### src/rtl/mwps_pkg.sv
`timescale 1ns / 1ps
// Shared types and constants for the mecanum wheel PI speed loop.
// No dependencies; the datapath, sequencer and top level import this package.

package mwps_pkg;

   localparam int NUM_WHEELS = 4;
   localparam int WHEEL_W    = 2;
   localparam int CSR_INDEX_W = 3;
   localparam int CSR_DATA_W  = 16;
   localparam int DUTY_W      = 13;

   // Clamp limits: drive in counts, integral part in Q.8
   localparam int DRIVE_LIMIT = 8000;
   localparam int IPART_LIMIT = 8000 * 256;

   // Register indexes: proportional gains first, then integral gains
   localparam logic [CSR_INDEX_W-1:0] CSR_P_GAIN0 = 3'd0;
   localparam logic [CSR_INDEX_W-1:0] CSR_I_GAIN0 = 3'd4;

   // Mixing matrix signs, bit k for wheel k: x+y-z, -x+y+z, x+y+z, -x+y-z
   localparam logic [NUM_WHEELS-1:0] MIX_NEG_X = 4'b1010;
   localparam logic [NUM_WHEELS-1:0] MIX_NEG_Z = 4'b1001;
   // Encoders of wheels 0 and 3 count the other way
   localparam logic [NUM_WHEELS-1:0] ENC_NEG   = 4'b1001;

   // Datapath operations issued by the sequencer
   typedef enum logic [2:0] {
      OP_NONE  = 3'd0,
      OP_MIX   = 3'd1,
      OP_ERR   = 3'd2,
      OP_IMUL  = 3'd3,
      OP_PMUL  = 3'd4,
      OP_DRIVE = 3'd5,
      OP_LOAD  = 3'd6
   } op_type;

   typedef struct packed {
      logic                load_req;
      op_type              op;
      logic [WHEEL_W-1:0]  wheel;
   } cmd_type;

   typedef struct packed {
      logic out_free;
   } stat_type;

   typedef struct packed {
      logic signed [15:0] cmd_x;
      logic signed [15:0] cmd_y;
      logic signed [15:0] cmd_rot;
      logic        [15:0] speed_scale;
      logic signed [15:0] enc_count0;
      logic signed [15:0] enc_count1;
      logic signed [15:0] enc_count2;
      logic signed [15:0] enc_count3;
   } req_item_type;

   typedef struct packed {
      logic [DUTY_W-1:0] duty0;
      logic              forward0;
      logic [DUTY_W-1:0] duty1;
      logic              forward1;
      logic [DUTY_W-1:0] duty2;
      logic              forward2;
      logic [DUTY_W-1:0] duty3;
      logic              forward3;
   } rsp_item_type;

endpackage

### src/rtl/mwps_if.sv
`timescale 1ns / 1ps
// Valid/ready channel interfaces for the command item and the drive item.
// No dependencies.

interface mwps_req_if;
   logic               valid;
   logic               ready;
   logic signed [15:0] cmd_x;
   logic signed [15:0] cmd_y;
   logic signed [15:0] cmd_rot;
   logic        [15:0] speed_scale;
   logic signed [15:0] enc_count0;
   logic signed [15:0] enc_count1;
   logic signed [15:0] enc_count2;
   logic signed [15:0] enc_count3;

   modport source (
      output valid, cmd_x, cmd_y, cmd_rot, speed_scale,
             enc_count0, enc_count1, enc_count2, enc_count3,
      input  ready
   );
   modport sink (
      input  valid, cmd_x, cmd_y, cmd_rot, speed_scale,
             enc_count0, enc_count1, enc_count2, enc_count3,
      output ready
   );
endinterface

interface mwps_rsp_if;
   logic        valid;
   logic        ready;
   logic [12:0] duty0;
   logic        forward0;
   logic [12:0] duty1;
   logic        forward1;
   logic [12:0] duty2;
   logic        forward2;
   logic [12:0] duty3;
   logic        forward3;

   modport source (
      output valid, duty0, forward0, duty1, forward1,
             duty2, forward2, duty3, forward3,
      input  ready
   );
   modport sink (
      input  valid, duty0, forward0, duty1, forward1,
             duty2, forward2, duty3, forward3,
      output ready
   );
endinterface

### src/rtl/mwps_datapath.sv
`timescale 1ns / 1ps
// Datapath: gain registers, error sums, one shared multiplier and the
// output register. Depends on mwps_pkg; driven by mwps_ctrl commands.

module mwps_datapath (
   input  logic                                 clock,
   input  logic                                 reset,
   input  logic                                 csr_we,
   input  logic [mwps_pkg::CSR_INDEX_W-1:0]     csr_index,
   input  logic [mwps_pkg::CSR_DATA_W-1:0]      csr_wdata,
   input  mwps_pkg::cmd_type                    cmd,
   output mwps_pkg::stat_type                   stat,
   input  mwps_pkg::req_item_type               req_item,
   output logic                                 rsp_valid,
   input  logic                                 rsp_ready,
   output mwps_pkg::rsp_item_type               rsp_item
);
   import mwps_pkg::*;

   localparam logic signed [34:0] IPART_MAX = 35'(IPART_LIMIT);
   localparam logic signed [34:0] IPART_MIN = -35'(IPART_LIMIT);
   localparam logic signed [26:0] DRIVE_MAX = 27'(DRIVE_LIMIT);
   localparam logic signed [26:0] DRIVE_MIN = -27'(DRIVE_LIMIT);
   localparam logic signed [26:0] TGT_MAX   = 27'sd32767;
   localparam logic signed [26:0] TGT_MIN   = -27'sd32768;

   // Divide by 256, rounding toward zero
   function automatic logic signed [26:0] trunc8(input logic signed [34:0] v);
      logic signed [26:0] q;
      q = v[34:8];
      if (v[34] && (v[7:0] != 8'd0)) begin
         q = q + 27'sd1;
      end
      return q;
   endfunction

   // Configuration and loop state
   logic [15:0]        p_gain_ff    [NUM_WHEELS];
   logic [15:0]        i_gain_ff    [NUM_WHEELS];
   logic signed [15:0] err_sum_ff   [NUM_WHEELS];

   req_item_type       req_ff;
   logic signed [34:0] prod_ff, prod_in;
   logic signed [15:0] err_ff, err_in;
   logic signed [22:0] ipart_ff;
   logic [DUTY_W-1:0]  duty_ff      [NUM_WHEELS];
   logic               fwd_ff       [NUM_WHEELS];
   logic               rsp_valid_ff;
   rsp_item_type       rsp_item_ff;

   logic signed [17:0] mul_a;
   logic signed [16:0] mul_b;
   logic signed [17:0] mix_x, mix_y, mix_z, mix;
   logic signed [15:0] enc_raw;
   logic signed [26:0] tgt_q;
   logic signed [15:0] target;
   logic signed [34:0] total;
   logic signed [26:0] drv_q;
   logic signed [13:0] drive;
   logic               fwd;
   logic [DUTY_W-1:0]  duty;

   // Configuration writes
   always_ff @(posedge clock) begin
      if (reset) begin
         for (int k = 0; k < NUM_WHEELS; k++) begin
            p_gain_ff[k] <= '0;
            i_gain_ff[k] <= '0;
         end
      end else if (csr_we) begin
         if (csr_index < CSR_I_GAIN0) begin
            p_gain_ff[csr_index[WHEEL_W-1:0]] <= csr_wdata;
         end else begin
            i_gain_ff[csr_index[WHEEL_W-1:0]] <= csr_wdata;
         end
      end
   end

   // Input item capture
   always_ff @(posedge clock) begin
      if (cmd.load_req) begin
         req_ff <= req_item;
      end
   end

   // Wheel mixing for the selected wheel
   always_comb begin
      mix_x = 18'(req_ff.cmd_x);
      mix_y = 18'(req_ff.cmd_y);
      mix_z = 18'(req_ff.cmd_rot);
      if (MIX_NEG_X[cmd.wheel]) begin
         mix_x = -mix_x;
      end
      if (MIX_NEG_Z[cmd.wheel]) begin
         mix_z = -mix_z;
      end
      mix = mix_x + mix_y + mix_z;
   end

   // Shared multiplier operand select
   always_comb begin
      mul_a = '0;
      mul_b = '0;
      case (cmd.op)
         OP_MIX: begin
            mul_a = mix;
            mul_b = {1'b0, req_ff.speed_scale};
         end
         OP_IMUL: begin
            mul_a = 18'(err_sum_ff[cmd.wheel]);
            mul_b = {1'b0, i_gain_ff[cmd.wheel]};
         end
         OP_PMUL: begin
            mul_a = 18'(err_ff);
            mul_b = {1'b0, p_gain_ff[cmd.wheel]};
         end
         default: begin
            mul_a = '0;
            mul_b = '0;
         end
      endcase
      prod_in = mul_a * mul_b;
   end

   always_ff @(posedge clock) begin
      prod_ff <= prod_in;
   end

   // Target saturation and speed error
   always_comb begin
      case (cmd.wheel)
         2'd0:    enc_raw = req_ff.enc_count0;
         2'd1:    enc_raw = req_ff.enc_count1;
         2'd2:    enc_raw = req_ff.enc_count2;
         default: enc_raw = req_ff.enc_count3;
      endcase
      tgt_q = trunc8(prod_ff);
      if (tgt_q > TGT_MAX) begin
         target = 16'sd32767;
      end else if (tgt_q < TGT_MIN) begin
         target = -16'sd32768;
      end else begin
         target = tgt_q[15:0];
      end
      // a negated encoder turns the subtraction into an addition
      if (ENC_NEG[cmd.wheel]) begin
         err_in = target + enc_raw;
      end else begin
         err_in = target - enc_raw;
      end
   end

   always_ff @(posedge clock) begin
      if (cmd.op == OP_ERR) begin
         err_ff <= err_in;
      end
   end

   // Wrapping error accumulators
   always_ff @(posedge clock) begin
      if (reset) begin
         for (int k = 0; k < NUM_WHEELS; k++) begin
            err_sum_ff[k] <= '0;
         end
      end else if (cmd.op == OP_ERR) begin
         err_sum_ff[cmd.wheel] <= err_sum_ff[cmd.wheel] + err_in;
      end
   end

   // Integral part clamp, taken while the P product is formed
   always_ff @(posedge clock) begin
      if (cmd.op == OP_PMUL) begin
         if (prod_ff > IPART_MAX) begin
            ipart_ff <= 23'(IPART_LIMIT);
         end else if (prod_ff < IPART_MIN) begin
            ipart_ff <= -23'(IPART_LIMIT);
         end else begin
            ipart_ff <= prod_ff[22:0];
         end
      end
   end

   // Drive: sum, scale down, clamp, sign-magnitude
   always_comb begin
      total = prod_ff + 35'(ipart_ff);
      drv_q = trunc8(total);
      if (drv_q > DRIVE_MAX) begin
         drive = 14'(DRIVE_LIMIT);
      end else if (drv_q < DRIVE_MIN) begin
         drive = -14'(DRIVE_LIMIT);
      end else begin
         drive = drv_q[13:0];
      end
      fwd = (drive > 14'sd0);
      if (fwd) begin
         duty = drive[DUTY_W-1:0];
      end else begin
         duty = 13'(-drive);
      end
   end

   always_ff @(posedge clock) begin
      if (cmd.op == OP_DRIVE) begin
         duty_ff[cmd.wheel] <= duty;
         fwd_ff[cmd.wheel]  <= fwd;
      end
   end

   // Output register
   always_ff @(posedge clock) begin
      if (reset) begin
         rsp_valid_ff <= 1'b0;
      end else if (cmd.op == OP_LOAD) begin
         rsp_valid_ff <= 1'b1;
      end else if (rsp_ready) begin
         rsp_valid_ff <= 1'b0;
      end
   end

   always_ff @(posedge clock) begin
      if (cmd.op == OP_LOAD) begin
         rsp_item_ff.duty0    <= duty_ff[0];
         rsp_item_ff.forward0 <= fwd_ff[0];
         rsp_item_ff.duty1    <= duty_ff[1];
         rsp_item_ff.forward1 <= fwd_ff[1];
         rsp_item_ff.duty2    <= duty_ff[2];
         rsp_item_ff.forward2 <= fwd_ff[2];
         rsp_item_ff.duty3    <= duty_ff[3];
         rsp_item_ff.forward3 <= fwd_ff[3];
      end
   end

   assign rsp_valid     = rsp_valid_ff;
   assign rsp_item      = rsp_item_ff;
   assign stat.out_free = !rsp_valid_ff || rsp_ready;

endmodule

### src/rtl/mwps_ctrl.sv
`timescale 1ns / 1ps
// Sequencer: walks the four wheels through mix, error, I, P and drive
// steps on the shared datapath. Depends on mwps_pkg.

module mwps_ctrl (
   input  logic                  clock,
   input  logic                  reset,
   input  logic                  req_valid,
   output logic                  req_ready,
   output mwps_pkg::cmd_type     cmd,
   input  mwps_pkg::stat_type    stat
);
   import mwps_pkg::*;

   typedef enum logic [6:0] {
      ST_IDLE  = 7'b0000001,
      ST_MIX   = 7'b0000010,
      ST_ERR   = 7'b0000100,
      ST_IMUL  = 7'b0001000,
      ST_PMUL  = 7'b0010000,
      ST_DRIVE = 7'b0100000,
      ST_LOAD  = 7'b1000000
   } state_type;

   state_type          state_ff, state_in;
   logic [WHEEL_W-1:0] wheel_ff, wheel_in;

   // Next state and command decode
   always_comb begin
      state_in     = state_ff;
      wheel_in     = wheel_ff;
      req_ready    = 1'b0;
      cmd.load_req = 1'b0;
      cmd.op       = OP_NONE;
      cmd.wheel    = wheel_ff;
      unique case (state_ff)
         ST_IDLE: begin
            req_ready = 1'b1;
            if (req_valid) begin
               cmd.load_req = 1'b1;
               wheel_in     = '0;
               state_in     = ST_MIX;
            end
         end
         ST_MIX: begin
            cmd.op   = OP_MIX;
            state_in = ST_ERR;
         end
         ST_ERR: begin
            cmd.op   = OP_ERR;
            state_in = ST_IMUL;
         end
         ST_IMUL: begin
            cmd.op   = OP_IMUL;
            state_in = ST_PMUL;
         end
         ST_PMUL: begin
            cmd.op   = OP_PMUL;
            state_in = ST_DRIVE;
         end
         ST_DRIVE: begin
            cmd.op = OP_DRIVE;
            if (wheel_ff == WHEEL_W'(NUM_WHEELS - 1)) begin
               state_in = ST_LOAD;
            end else begin
               wheel_in = wheel_ff + 1'b1;
               state_in = ST_MIX;
            end
         end
         ST_LOAD: begin
            // wait until the output register can take the new item
            if (stat.out_free) begin
               cmd.op   = OP_LOAD;
               state_in = ST_IDLE;
            end
         end
         default: begin
            state_in = ST_IDLE;
         end
      endcase
   end

   always_ff @(posedge clock) begin
      if (reset) begin
         state_ff <= ST_IDLE;
         wheel_ff <= '0;
      end else begin
         state_ff <= state_in;
         wheel_ff <= wheel_in;
      end
   end

   // An item is only taken while no other is in flight
   a_load_idle: assert property (@(posedge clock) disable iff (reset)
      cmd.load_req |-> (state_ff == ST_IDLE))
      else $error("item loaded while busy");

   // The output register is never overwritten while still held
   a_load_free: assert property (@(posedge clock) disable iff (reset)
      (cmd.op == OP_LOAD) |-> stat.out_free)
      else $error("result loaded over a pending one");

   // A result is published only after the last wheel's drive step
   a_load_after_drive: assert property (@(posedge clock) disable iff (reset)
      (state_ff == ST_LOAD) && !$past(state_ff == ST_LOAD)
         |-> $past(cmd.op == OP_DRIVE) && ($past(wheel_ff) == WHEEL_W'(NUM_WHEELS - 1)))
      else $error("load entered without finishing all wheels");

   // After a load the sequencer is back to idle
   a_idle_after_load: assert property (@(posedge clock) disable iff (reset)
      (cmd.op == OP_LOAD) |=> (state_ff == ST_IDLE))
      else $error("sequencer did not return to idle");

endmodule

### src/rtl/mecanum_wheel_pi_speed_loop_core.sv
`timescale 1ns / 1ps
// Mecanum wheel PI speed loop, top level: sequencer plus datapath.
// Items are taken one at a time: the wheels share one multiplier, five steps each,
// and a new item is accepted only after the last one reaches the output register.
// The output register lets the next item be taken while a result waits.
// Synchronous active-high reset clears gains, error sums and handshake state.
// Depends on mwps_pkg, mwps_if, mwps_ctrl and mwps_datapath.

module mecanum_wheel_pi_speed_loop_core (
   input  logic                               clock,
   input  logic                               reset,
   mwps_req_if.sink                           req_chan,
   mwps_rsp_if.source                         rsp_chan,
   input  logic                               csr_we,
   input  logic [mwps_pkg::CSR_INDEX_W-1:0]   csr_index,
   input  logic [mwps_pkg::CSR_DATA_W-1:0]    csr_wdata
);
   import mwps_pkg::*;

   cmd_type      cmd;
   stat_type     stat;
   req_item_type req_item;
   rsp_item_type rsp_item;
   logic         req_ready;
   logic         rsp_valid;

   // Gather the request payload
   assign req_item.cmd_x       = req_chan.cmd_x;
   assign req_item.cmd_y       = req_chan.cmd_y;
   assign req_item.cmd_rot     = req_chan.cmd_rot;
   assign req_item.speed_scale = req_chan.speed_scale;
   assign req_item.enc_count0  = req_chan.enc_count0;
   assign req_item.enc_count1  = req_chan.enc_count1;
   assign req_item.enc_count2  = req_chan.enc_count2;
   assign req_item.enc_count3  = req_chan.enc_count3;
   assign req_chan.ready       = req_ready;

   mwps_ctrl u_ctrl (
      .clock     (clock),
      .reset     (reset),
      .req_valid (req_chan.valid),
      .req_ready (req_ready),
      .cmd       (cmd),
      .stat      (stat)
   );

   mwps_datapath u_datapath (
      .clock     (clock),
      .reset     (reset),
      .csr_we    (csr_we),
      .csr_index (csr_index),
      .csr_wdata (csr_wdata),
      .cmd       (cmd),
      .stat      (stat),
      .req_item  (req_item),
      .rsp_valid (rsp_valid),
      .rsp_ready (rsp_chan.ready),
      .rsp_item  (rsp_item)
   );

   // Drive the result channel
   assign rsp_chan.valid    = rsp_valid;
   assign rsp_chan.duty0    = rsp_item.duty0;
   assign rsp_chan.forward0 = rsp_item.forward0;
   assign rsp_chan.duty1    = rsp_item.duty1;
   assign rsp_chan.forward1 = rsp_item.forward1;
   assign rsp_chan.duty2    = rsp_item.duty2;
   assign rsp_chan.forward2 = rsp_item.forward2;
   assign rsp_chan.duty3    = rsp_item.duty3;
   assign rsp_chan.forward3 = rsp_item.forward3;

endmodule
### src/flat_wrapper.sv
// flat-port wrapper written by rule: the top's interface ports become plain ports
module mecanum_wheel_pi_speed_loop_core_flat import mwps_pkg::*;
  (clock, reset, csr_we, csr_index, csr_wdata, req_chan_valid, req_chan_cmd_x, req_chan_cmd_y, req_chan_cmd_rot, req_chan_speed_scale, req_chan_enc_count0, req_chan_enc_count1, req_chan_enc_count2, req_chan_enc_count3, req_chan_ready, rsp_chan_valid, rsp_chan_duty0, rsp_chan_forward0, rsp_chan_duty1, rsp_chan_forward1, rsp_chan_duty2, rsp_chan_forward2, rsp_chan_duty3, rsp_chan_forward3, rsp_chan_ready);
  mwps_req_if req_chan_i ();
  mwps_rsp_if rsp_chan_i ();
  input  logic clock;
  input  logic reset;
  input  logic csr_we;
  input  logic [mwps_pkg::CSR_INDEX_W-1:0] csr_index;
  input  logic [mwps_pkg::CSR_DATA_W-1:0] csr_wdata;
  input wire logic [$bits(req_chan_i.valid)-1:0] req_chan_valid;
  input wire logic [$bits(req_chan_i.cmd_x)-1:0] req_chan_cmd_x;
  input wire logic [$bits(req_chan_i.cmd_y)-1:0] req_chan_cmd_y;
  input wire logic [$bits(req_chan_i.cmd_rot)-1:0] req_chan_cmd_rot;
  input wire logic [$bits(req_chan_i.speed_scale)-1:0] req_chan_speed_scale;
  input wire logic [$bits(req_chan_i.enc_count0)-1:0] req_chan_enc_count0;
  input wire logic [$bits(req_chan_i.enc_count1)-1:0] req_chan_enc_count1;
  input wire logic [$bits(req_chan_i.enc_count2)-1:0] req_chan_enc_count2;
  input wire logic [$bits(req_chan_i.enc_count3)-1:0] req_chan_enc_count3;
  output wire logic [$bits(req_chan_i.ready)-1:0] req_chan_ready;
  output wire logic [$bits(rsp_chan_i.valid)-1:0] rsp_chan_valid;
  output wire logic [$bits(rsp_chan_i.duty0)-1:0] rsp_chan_duty0;
  output wire logic [$bits(rsp_chan_i.forward0)-1:0] rsp_chan_forward0;
  output wire logic [$bits(rsp_chan_i.duty1)-1:0] rsp_chan_duty1;
  output wire logic [$bits(rsp_chan_i.forward1)-1:0] rsp_chan_forward1;
  output wire logic [$bits(rsp_chan_i.duty2)-1:0] rsp_chan_duty2;
  output wire logic [$bits(rsp_chan_i.forward2)-1:0] rsp_chan_forward2;
  output wire logic [$bits(rsp_chan_i.duty3)-1:0] rsp_chan_duty3;
  output wire logic [$bits(rsp_chan_i.forward3)-1:0] rsp_chan_forward3;
  input wire logic [$bits(rsp_chan_i.ready)-1:0] rsp_chan_ready;
  assign req_chan_i.valid = req_chan_valid;
  assign req_chan_i.cmd_x = req_chan_cmd_x;
  assign req_chan_i.cmd_y = req_chan_cmd_y;
  assign req_chan_i.cmd_rot = req_chan_cmd_rot;
  assign req_chan_i.speed_scale = req_chan_speed_scale;
  assign req_chan_i.enc_count0 = req_chan_enc_count0;
  assign req_chan_i.enc_count1 = req_chan_enc_count1;
  assign req_chan_i.enc_count2 = req_chan_enc_count2;
  assign req_chan_i.enc_count3 = req_chan_enc_count3;
  assign req_chan_ready = req_chan_i.ready;
  assign rsp_chan_valid = rsp_chan_i.valid;
  assign rsp_chan_duty0 = rsp_chan_i.duty0;
  assign rsp_chan_forward0 = rsp_chan_i.forward0;
  assign rsp_chan_duty1 = rsp_chan_i.duty1;
  assign rsp_chan_forward1 = rsp_chan_i.forward1;
  assign rsp_chan_duty2 = rsp_chan_i.duty2;
  assign rsp_chan_forward2 = rsp_chan_i.forward2;
  assign rsp_chan_duty3 = rsp_chan_i.duty3;
  assign rsp_chan_forward3 = rsp_chan_i.forward3;
  assign rsp_chan_i.ready = rsp_chan_ready;
  mecanum_wheel_pi_speed_loop_core u_core (.clock(clock), .reset(reset), .req_chan(req_chan_i), .rsp_chan(rsp_chan_i), .csr_we(csr_we), .csr_index(csr_index), .csr_wdata(csr_wdata));
endmodule
### config.mk
export PLATFORM = sky130hd
export DESIGN_NAME = mecanum_wheel_pi_speed_loop_core_flat
export DESIGN_NICKNAME = d
export VERILOG_FILES = /design/src/rtl/mwps_pkg.sv /design/src/rtl/mwps_if.sv /design/src/rtl/mwps_datapath.sv /design/src/rtl/mwps_ctrl.sv /design/src/rtl/mecanum_wheel_pi_speed_loop_core.sv /design/src/flat_wrapper.sv
export SDC_FILE = /design/constraint.sdc
export NUM_CORES = 2
export LEC_CHECK = 0
export ABC_CLOCK_PERIOD_IN_PS = 30000
export BUFFER_PORTS_ARGS = -buffer_cell sky130_fd_sc_hd__buf_2
export CAP_MARGIN = 10
export CORE_UTILIZATION = 50
export DETAILED_ROUTE_END_ITERATION = 12
export PLACE_DENSITY = 0.64
export SLEW_MARGIN = 20
export SYNTH_ARGS = -nofsm -noshare
export SYNTH_HDL_FRONTEND = slang
export SYNTH_SLANG_ARGS = --single-unit
### constraint.sdc
create_clock -name clock -period 30 [get_ports clock]
set_input_delay 1.5 -clock clock [delete_from_list [all_inputs] [get_ports clock]]
set_output_delay 1.5 -clock clock [all_outputs]
set_load 0.05 [all_outputs]
## Word level (Yosys, flattened, before mapping)

Memories as Yosys holds them, arrays and structs flattened. A register that Yosys moved wholly into a read port is not among the register bits.
Index checks and enable logic that the tools add are counted.

| operators by class | value |
|---|---|
| add/subtract/negate cells | 12 |
| multiply operators | 1 |
| order comparisons | 9 |
| equality and inequality tests | 19 |
| multiplexer cells | 62 |
| reduce and logical (&&, ||, !) cells | 15 |

Operators by type and width:

| operator | number |
|---|---|
| $mux 16 | 6 |
| $pmux 16 s3 | 2 |
| $add 27x2->27 const B | 2 |
| $mux 27 | 2 |
| $pmux 18 s3 | 1 |
| $pmux 7 s7 | 1 |
| $reduce_or 16->1 | 3 |
| $mux 18 | 2 |
| $neg 16->18 | 2 |
| $add 35x23->35 | 1 |
| $gt 35x22->1 const B | 1 |
| $lt 35x22->1 const B | 1 |
| $mul 18x17->35 | 1 |
| $add 16x16->16 | 2 |
| $mux 14 | 2 |
| $gt 27x14->1 const B | 1 |
| $gt 27x16->1 const B | 1 |
| $lt 27x14->1 const B | 1 |
| $lt 27x16->1 const B | 1 |
| $mux 1 | 25 |
| $mux 23 | 1 |
| $mux 2 | 11 |
| $mux 7 | 3 |
| $add 18x16->18 | 1 |
| other kinds (35) | 44 |

| word-level totals | value |
|---|---|
| bits in registers | 212 |
| RAM bits | 248 |
| bits of input ports | 152 |
| word-level logic and storage cells | 138 |
| memories kept | 5 |

Memories:

| memory | words | bits a word | read ports | clocked after Yosys merged registers in | write ports | RTL line | source |
|---|---|---|---|---|---|---|---|
| u_core.u_datapath.err_sum_ff | 4 | 16 | 1 | 1 | 4 | mwps_datapath.sv:40 | `logic signed [15:0] err_sum_ff [NUM_WHEELS];` |
| u_core.u_datapath.i_gain_ff | 4 | 16 | 1 | 1 | 4 | mwps_datapath.sv:39 | `logic [15:0] i_gain_ff [NUM_WHEELS];` |
| u_core.u_datapath.p_gain_ff | 4 | 16 | 1 | 1 | 4 | mwps_datapath.sv:38 | `logic [15:0] p_gain_ff [NUM_WHEELS];` |
| u_core.u_datapath.duty_ff | 4 | 13 | 4 | 4 | 1 | mwps_datapath.sv:46 | `logic [DUTY_W-1:0] duty_ff [NUM_WHEELS];` |
| u_core.u_datapath.fwd_ff | 4 | 1 | 4 | 4 | 1 | mwps_datapath.sv:47 | `logic fwd_ff [NUM_WHEELS];` |

## Depth between registers and ports, before layout

| depth | value |
|---|---|
| word-level depth | 10 |
| mapped depth | 47 |
| mapped depth without buffers | 44 |

## Modules after synthesis

A second synthesis with hierarchy kept.

| unflattened totals | value |
|---|---|
| cell total of the unflattened synthesis | 3,614 |
| area total of the unflattened synthesis | 38,459.4 µm² |

By module, submodules not included:

| module | times used | cells each | area each (µm²) |
|---|---|---|---|
| mwps_datapath | 1 | 3,536 | 37,805.0 |
| mwps_ctrl | 1 | 78 | 654.4 |

## Least setup slack after synthesis

No wires, ideal clock.

| path | value |
|---|---|
| path kind | flip-flop to flip-flop |
| start | register u_core.u_ctrl.wheel_ff[0] |
| end | register u_core.u_datapath.prod_ff[33] |
| setup time | 0.123 ns |
| data arrival time | 10.994 ns |
| data required time | 29.877 ns |
| path slack | 18.883 ns |
| cell stages (with the launch flop) | 45 |
| buffers on the path | 3 |
| clock period less this slack | 11.117 ns |
| path through | dfxtp_1 -> clkbuf_1 -> inv_1 -> ha_1 -> clkbuf_1 -> clkbuf_1 -> mux2_2 -> fa_1 -> ha_1 -> fa_1 -> a21o_1 -> a21oi_1 -> o21bai_1 -> a21oi_1 -> o21bai_1 -> a21oi_1 -> o21bai_1 -> a21oi_1 -> [... 9 more ...] -> fa_1 -> inv_1 -> fa_1 -> fa_1 -> inv_1 -> fa_1 -> inv_1 -> ha_1 -> or2_2 -> a21oi_1 -> a31oi_1 -> and4_1 -> o31ai_1 -> a21oi_1 -> a2111oi_0 -> and3b_1 -> a21oi_1 -> xor2_1 |

| between the ends | value |
|---|---|
| cells in the longest elaborated chain, start to end | 7 |
| elaborated cells on any way between the ends | 10 |
| classes of those cells | 2 x add/sub; 1 x mul; 7 x mux |

RTL lines:

| element | RTL line | source |
|---|---|---|
| from (decl) | mwps_ctrl.sv:26 | `logic [WHEEL_W-1:0] wheel_ff, wheel_in;` |
| from (signal assigned) | mwps_ctrl.sv:89 | `wheel_ff <= wheel_in;` |
| $bmux 1 s2 | mwps_datapath.sv:91 | `if (MIX_NEG_X[cmd.wheel]) begin` |
| $mux 1 (not written as such) | mwps_datapath.sv:91 |  |
| $mux 18 | mwps_datapath.sv:91 |  |
| $add 18x16->18 | mwps_datapath.sv:97 | `mix = mix_x + mix_y + mix_z;` |
| $add 18x18->18 (*) | mwps_datapath.sv:97 |  |
| $pmux 18 s3 (*) | mwps_datapath.sv:104 | `case (cmd.op)` |
| $mul 18x17->35 (*) | mwps_datapath.sv:122 | `prod_in = mul_a * mul_b;` |
| net u_core.u_datapath.prod_in[33] | mwps_datapath.sv:43 | `logic signed [34:0] prod_ff, prod_in;` |
| to (signal assigned) | mwps_datapath.sv:126 | `prod_ff <= prod_in;` |
| to (decl) | mwps_datapath.sv:43 |  |

Mark *: on every way through the listed nets, which the timed path passes. The rest lies on a longest branch. The select of a mux whose other input is x is not followed.
A chain may end at the register's enable or synchronous reset.

## Worst setup path after layout

| path | value |
|---|---|
| start | register u_core.u_ctrl.wheel_ff[0] |
| end | register u_core.u_datapath.prod_ff[34] |

The elaborated chain is that of the path after synthesis.

==> results.sh <==
export IMPL_grt_usage=0.2456
export IMPL_fin_crit_sh=0.4136
export IMPL_cap_violations=0
export IMPL_grt_max_degree=72
export IMPL_setup_viol_count_final=0
export IMPL_nFillCells=6332
export IMPL_route_detailed_drc=0
export IMPL_powerDensity_nw_per_um2=67.22
export IMPL_grt_pass1_vias=25827
export IMPL_ys_dominant_reg_cell="edfxtp_1"
export IMPL_clock_skew_ns=0.04071
export IMPL_cts_sinks=518
export IMPL_min_period_ns=12.41
export IMPL_end_kind="register"
export IMPL_synth_area_leader_cell="edfxtp_1"
export IMPL_syn_to_final_growth_pct=10.34
export IMPL_cts_path_max_buffers=3
export IMPL_muxShareOfSynthArea=0.03085
export IMPL_synth_simple_area_share=0.1405
export IMPL_dr_first_iter_drc_count=1773
export IMPL_p_total_mw=2.771
export IMPL_grt_antenna_before_repair=2
export IMPL_worstHoldPathType="register to register"
export IMPL_grt_pass1_wl_mm=143.5
export IMPL_drt_first_pass_iters=6
export IMPL_die_h_um=275.3
export IMPL_ant_nets=0
export IMPL_required_ns=30.52
export IMPL_worstReg2RegStart="u_core.u_ctrl.wheel_ff[0]"
export IMPL_hold_end="rsp_chan_duty1[6]"
export IMPL_syn_area_per_cell_sq_um=10.95
export IMPL_synth_cell_area_sq_um=37350
export IMPL_reg2reg_slack_ns=17.59
export IMPL_num_rows=99
export IMPL_design_area_sq_um=41220
export IMPL_clock_latency_ns=0.63
export IMPL_rsz0062_at_grt="no"
export IMPL_synth_edf_count=471
export IMPL_synth_xor_area_frac=0.04726
export IMPL_power_leakage_nw=17.26
export IMPL_regArea_sq_um=15090
export IMPL_yosysWarningCount=0
export IMPL_synth_compound_area_frac=0.08920
export IMPL_dp_hpwl_mm=68.80
export IMPL_status="finished clean"
export IMPL_yosysTopAreaCellShare=0.3787
export IMPL_fmax_mhz=80.60
export IMPL_setup_tns_ns=0
export IMPL_whs_path_depth=0
export IMPL_pin_count=210
export IMPL_worstSetupPathType="register to register"
export IMPL_multi_input_area_sq_um=20020
export IMPL_drv_slew=0
export IMPL_syn_nets=4052
export IMPL_nNetsFinal=4228
export IMPL_crit_arrival_ns=12.93
export IMPL_avgViaCountPerCell=5.551
export IMPL_yosys_cell_types_count=98
export IMPL_wire_per_inst_um=19.78
export IMPL_port_buffers=209
export IMPL_slew_headroom=0.1943
export IMPL_startpoint_type="register"
export IMPL_synth_top_family_by_area="adder cells"
export IMPL_start_util=0.5085
export IMPL_die_area_sq_um=75800
export IMPL_path_clk_slew_ns=0.06
export IMPL_h_tree_depth=2
export IMPL_yosys_top_cells_area="edfxtp_1, fa_1, ha_1"
export IMPL_placed_area_sq_um=39410
export IMPL_worst_path_max_fanout=23
export IMPL_holdCritStartpoint="u_core.u_datapath.duty_ff[1][6]"
export IMPL_wl_mm=90.87
export IMPL_die_x_um=275.3
export IMPL_postCtsHoldBufs=0
export IMPL_seq_area_frac_synth=0.4038
export IMPL_core_sq_um=73450
export IMPL_synth_adder_area_share=0.2270
export IMPL_crit_top_cell="fa_1"
export IMPL_cts_resized_gates=0
export IMPL_cpPeakStageDelay_ns=0.86
export IMPL_crit_start="u_core.u_ctrl.wheel_ff[0]"
export IMPL_cts_tree="built"
export IMPL_gp_congestion=0.9397
export IMPL_r2r_cells=42
export IMPL_cts_buffers=56
export IMPL_reg2reg_to="u_core.u_datapath.prod_ff[34]"
export IMPL_cts_root_buf="clkbuf_16"
export IMPL_grt_remaining_overflow=0
export IMPL_max_vdd_ir_drop_mv=0.07136
export IMPL_vias=25501
export IMPL_post_cts_buffers=0
export IMPL_synthesis_instances=3412
export IMPL_async_flop_share=0
export IMPL_drive_gt1_frac=0.1219
export IMPL_ys_ff_latch=518
export IMPL_cp_slowest_cell="a221oi_1"
export IMPL_whs_ns=0.3971
export IMPL_final_hold_violation_count=0
export IMPL_worst_pin_slew_ns=1.209
report_power, final:
part	switching, mW	internal [mW]	leakage (nW)
Combinational	0.759	0.411	11.6
Sequential	0.0351	0.898	4.82
Clock	0.288	0.380	0.859
Total	1.08	1.69	17.3
synthesized netlist by cell type, types with 8 or more instances:
master / n
a211oi_1: 9
a21o_1: 35
a21oi_1: 136
a221o_1: 13
a221oi_1: 12
a222oi_1: 16
a22o_1: 8
a22oi_1: 15
a31oi_1: 9
and2_1: 180
and3_1: 30
and4_1: 8
buf_1: 10
buf_2: 9
clkbuf_1: 104
dfxtp_1: 47
edfxtp_1: 471
fa_1: 308
ha_1: 180
inv_1: 481
mux4_2: 48
nand2_1: 293
nand2b_1: 26
nand3_1: 45
nand3b_1: 8
nand4_1: 16
nor2_1: 266
nor2b_1: 31
nor3_1: 59
nor3b_1: 10
nor4_1: 20
o2111ai_1: 9
o21a_1: 11
o21ai_0: 83
o21ai_1: 13
o21bai_1: 22
o31ai_1: 11
or2_2: 15
or3_1: 12
xnor2_1: 138
xor2_1: 61
per-stage QoR:
stage / cells / util / worst slack, ns
global route: 4594 / 0.5611 / 16.69
finish: 4594 / 0.5611 / 17.59
floorplan: 3412 / - / 18.88
global placement: 4487 / 0.5365 / 17.92
detailed placement: 4487 / 0.5365 / 17.72
CTS: 4590 / 0.5609 / 17.63
critical path, delay by kind of cell (launching register included):
kind | cells | cell delay [ns]
muxes | 1 | 0.37
AOI/OAI and AO/OA | 19 | 4.82
DFF | 1 | 0.83
adders and majority gates | 11 | 4.78
buffers and inverters | 5 | 0.45
and+or+nand+nor | 4 | 0.73
xor gates and xnor gates | 2 | 0.30
metal layers:
metal | vias to the layer above | routed length (um) | global-route usage
li1 | 11991 | - | -
met1 | 12549 | 38630 | 0.3235
met2 | 795 | 44290 | 0.4229
met3 | 166 | 5337 | 0.03210
met4 | 0 | 2607 | 0.07444
met5 | - | 0 | 0
state kept, by name (all words and copies together), names as in the netlist, 2 cells and up, named ones only:
signal / flops
rsp_chan_duty2: 13
u_core.u_datapath.i_gain_ff: 64
u_core.u_datapath.duty_ff: 52
u_core.u_datapath.mix_y: 16
u_core.u_datapath.req_ff: 112
rsp_chan_duty1: 13
u_core.u_datapath.err_sum_ff: 64
u_core.u_datapath.prod_ff: 35
u_core.u_datapath.p_gain_ff: 64
u_core.u_datapath.fwd_ff: 4
u_core.u_ctrl.wheel_ff: 2
rsp_chan_duty3: 12
rsp_chan_duty0: 13
u_core.u_datapath.err_ff: 16
u_core.u_ctrl.state_ff: 7
u_core.u_datapath.ipart_ff: 23
cell usage in the layout (no fill, tap or decap), drive strengths merged, types with 15 or more instances in the layout:
cell	count
a21o	36
a21oi	143
a222oi	16
a22oi	16
and2	180
and3	30
buf	243
clkbuf	67
clkinv	24
dfxtp	47
edfxtp	471
fa	308
ha	180
inv	484
mux4	48
nand2	293
nand2b	26
nand3	46
nand4	16
nor2	266
nor2b	31
nor3	61
nor4	22
o21ai	100
o21bai	22
or2	15
xnor2	138
xor2	61
cells by family (layout without fill, tap and decap cells):
group | Yosys count | after routing
and+or+nand+nor | 1054 | 1054
buffers and inverters | 606 | 827
adders and majority gates | 494 | 494
other | 0 | 2
muxes | 55 | 55
AOI/OAI and AO/OA | 485 | 485
DFF | 518 | 518
xor gates and xnor gates | 200 | 200
worst max path at each step:
stage / endpoint / slack [ns] / depth (start not counted)
floorplan: u_core.u_datapath.prod_ff[33] / 18.88 / 44
global placement: u_core.u_datapath.prod_ff[34] / 17.92 / 42
detailed placement: u_core.u_datapath.prod_ff[34] / 17.72 / 42
CTS: u_core.u_datapath.prod_ff[34] / 17.63 / 42
global route: u_core.u_datapath.prod_ff[33] / 16.69 / 41
finish: u_core.u_datapath.prod_ff[34] / 17.59 / 42
final cells by class:
cell class | count | share of cell area
antenna | 2 | 0.0001214
sequential | 518 | 0.3661
clock inverter | 36 | 0.008561
multi-input combinational | 2288 | 0.4858
clock buffer | 67 | 0.03500
inverter | 481 | 0.04381
timing repair buffer | 243 | 0.03145
tap | 959 | 0.02911
Note: power is estimated with default switching activity, not from simulation.
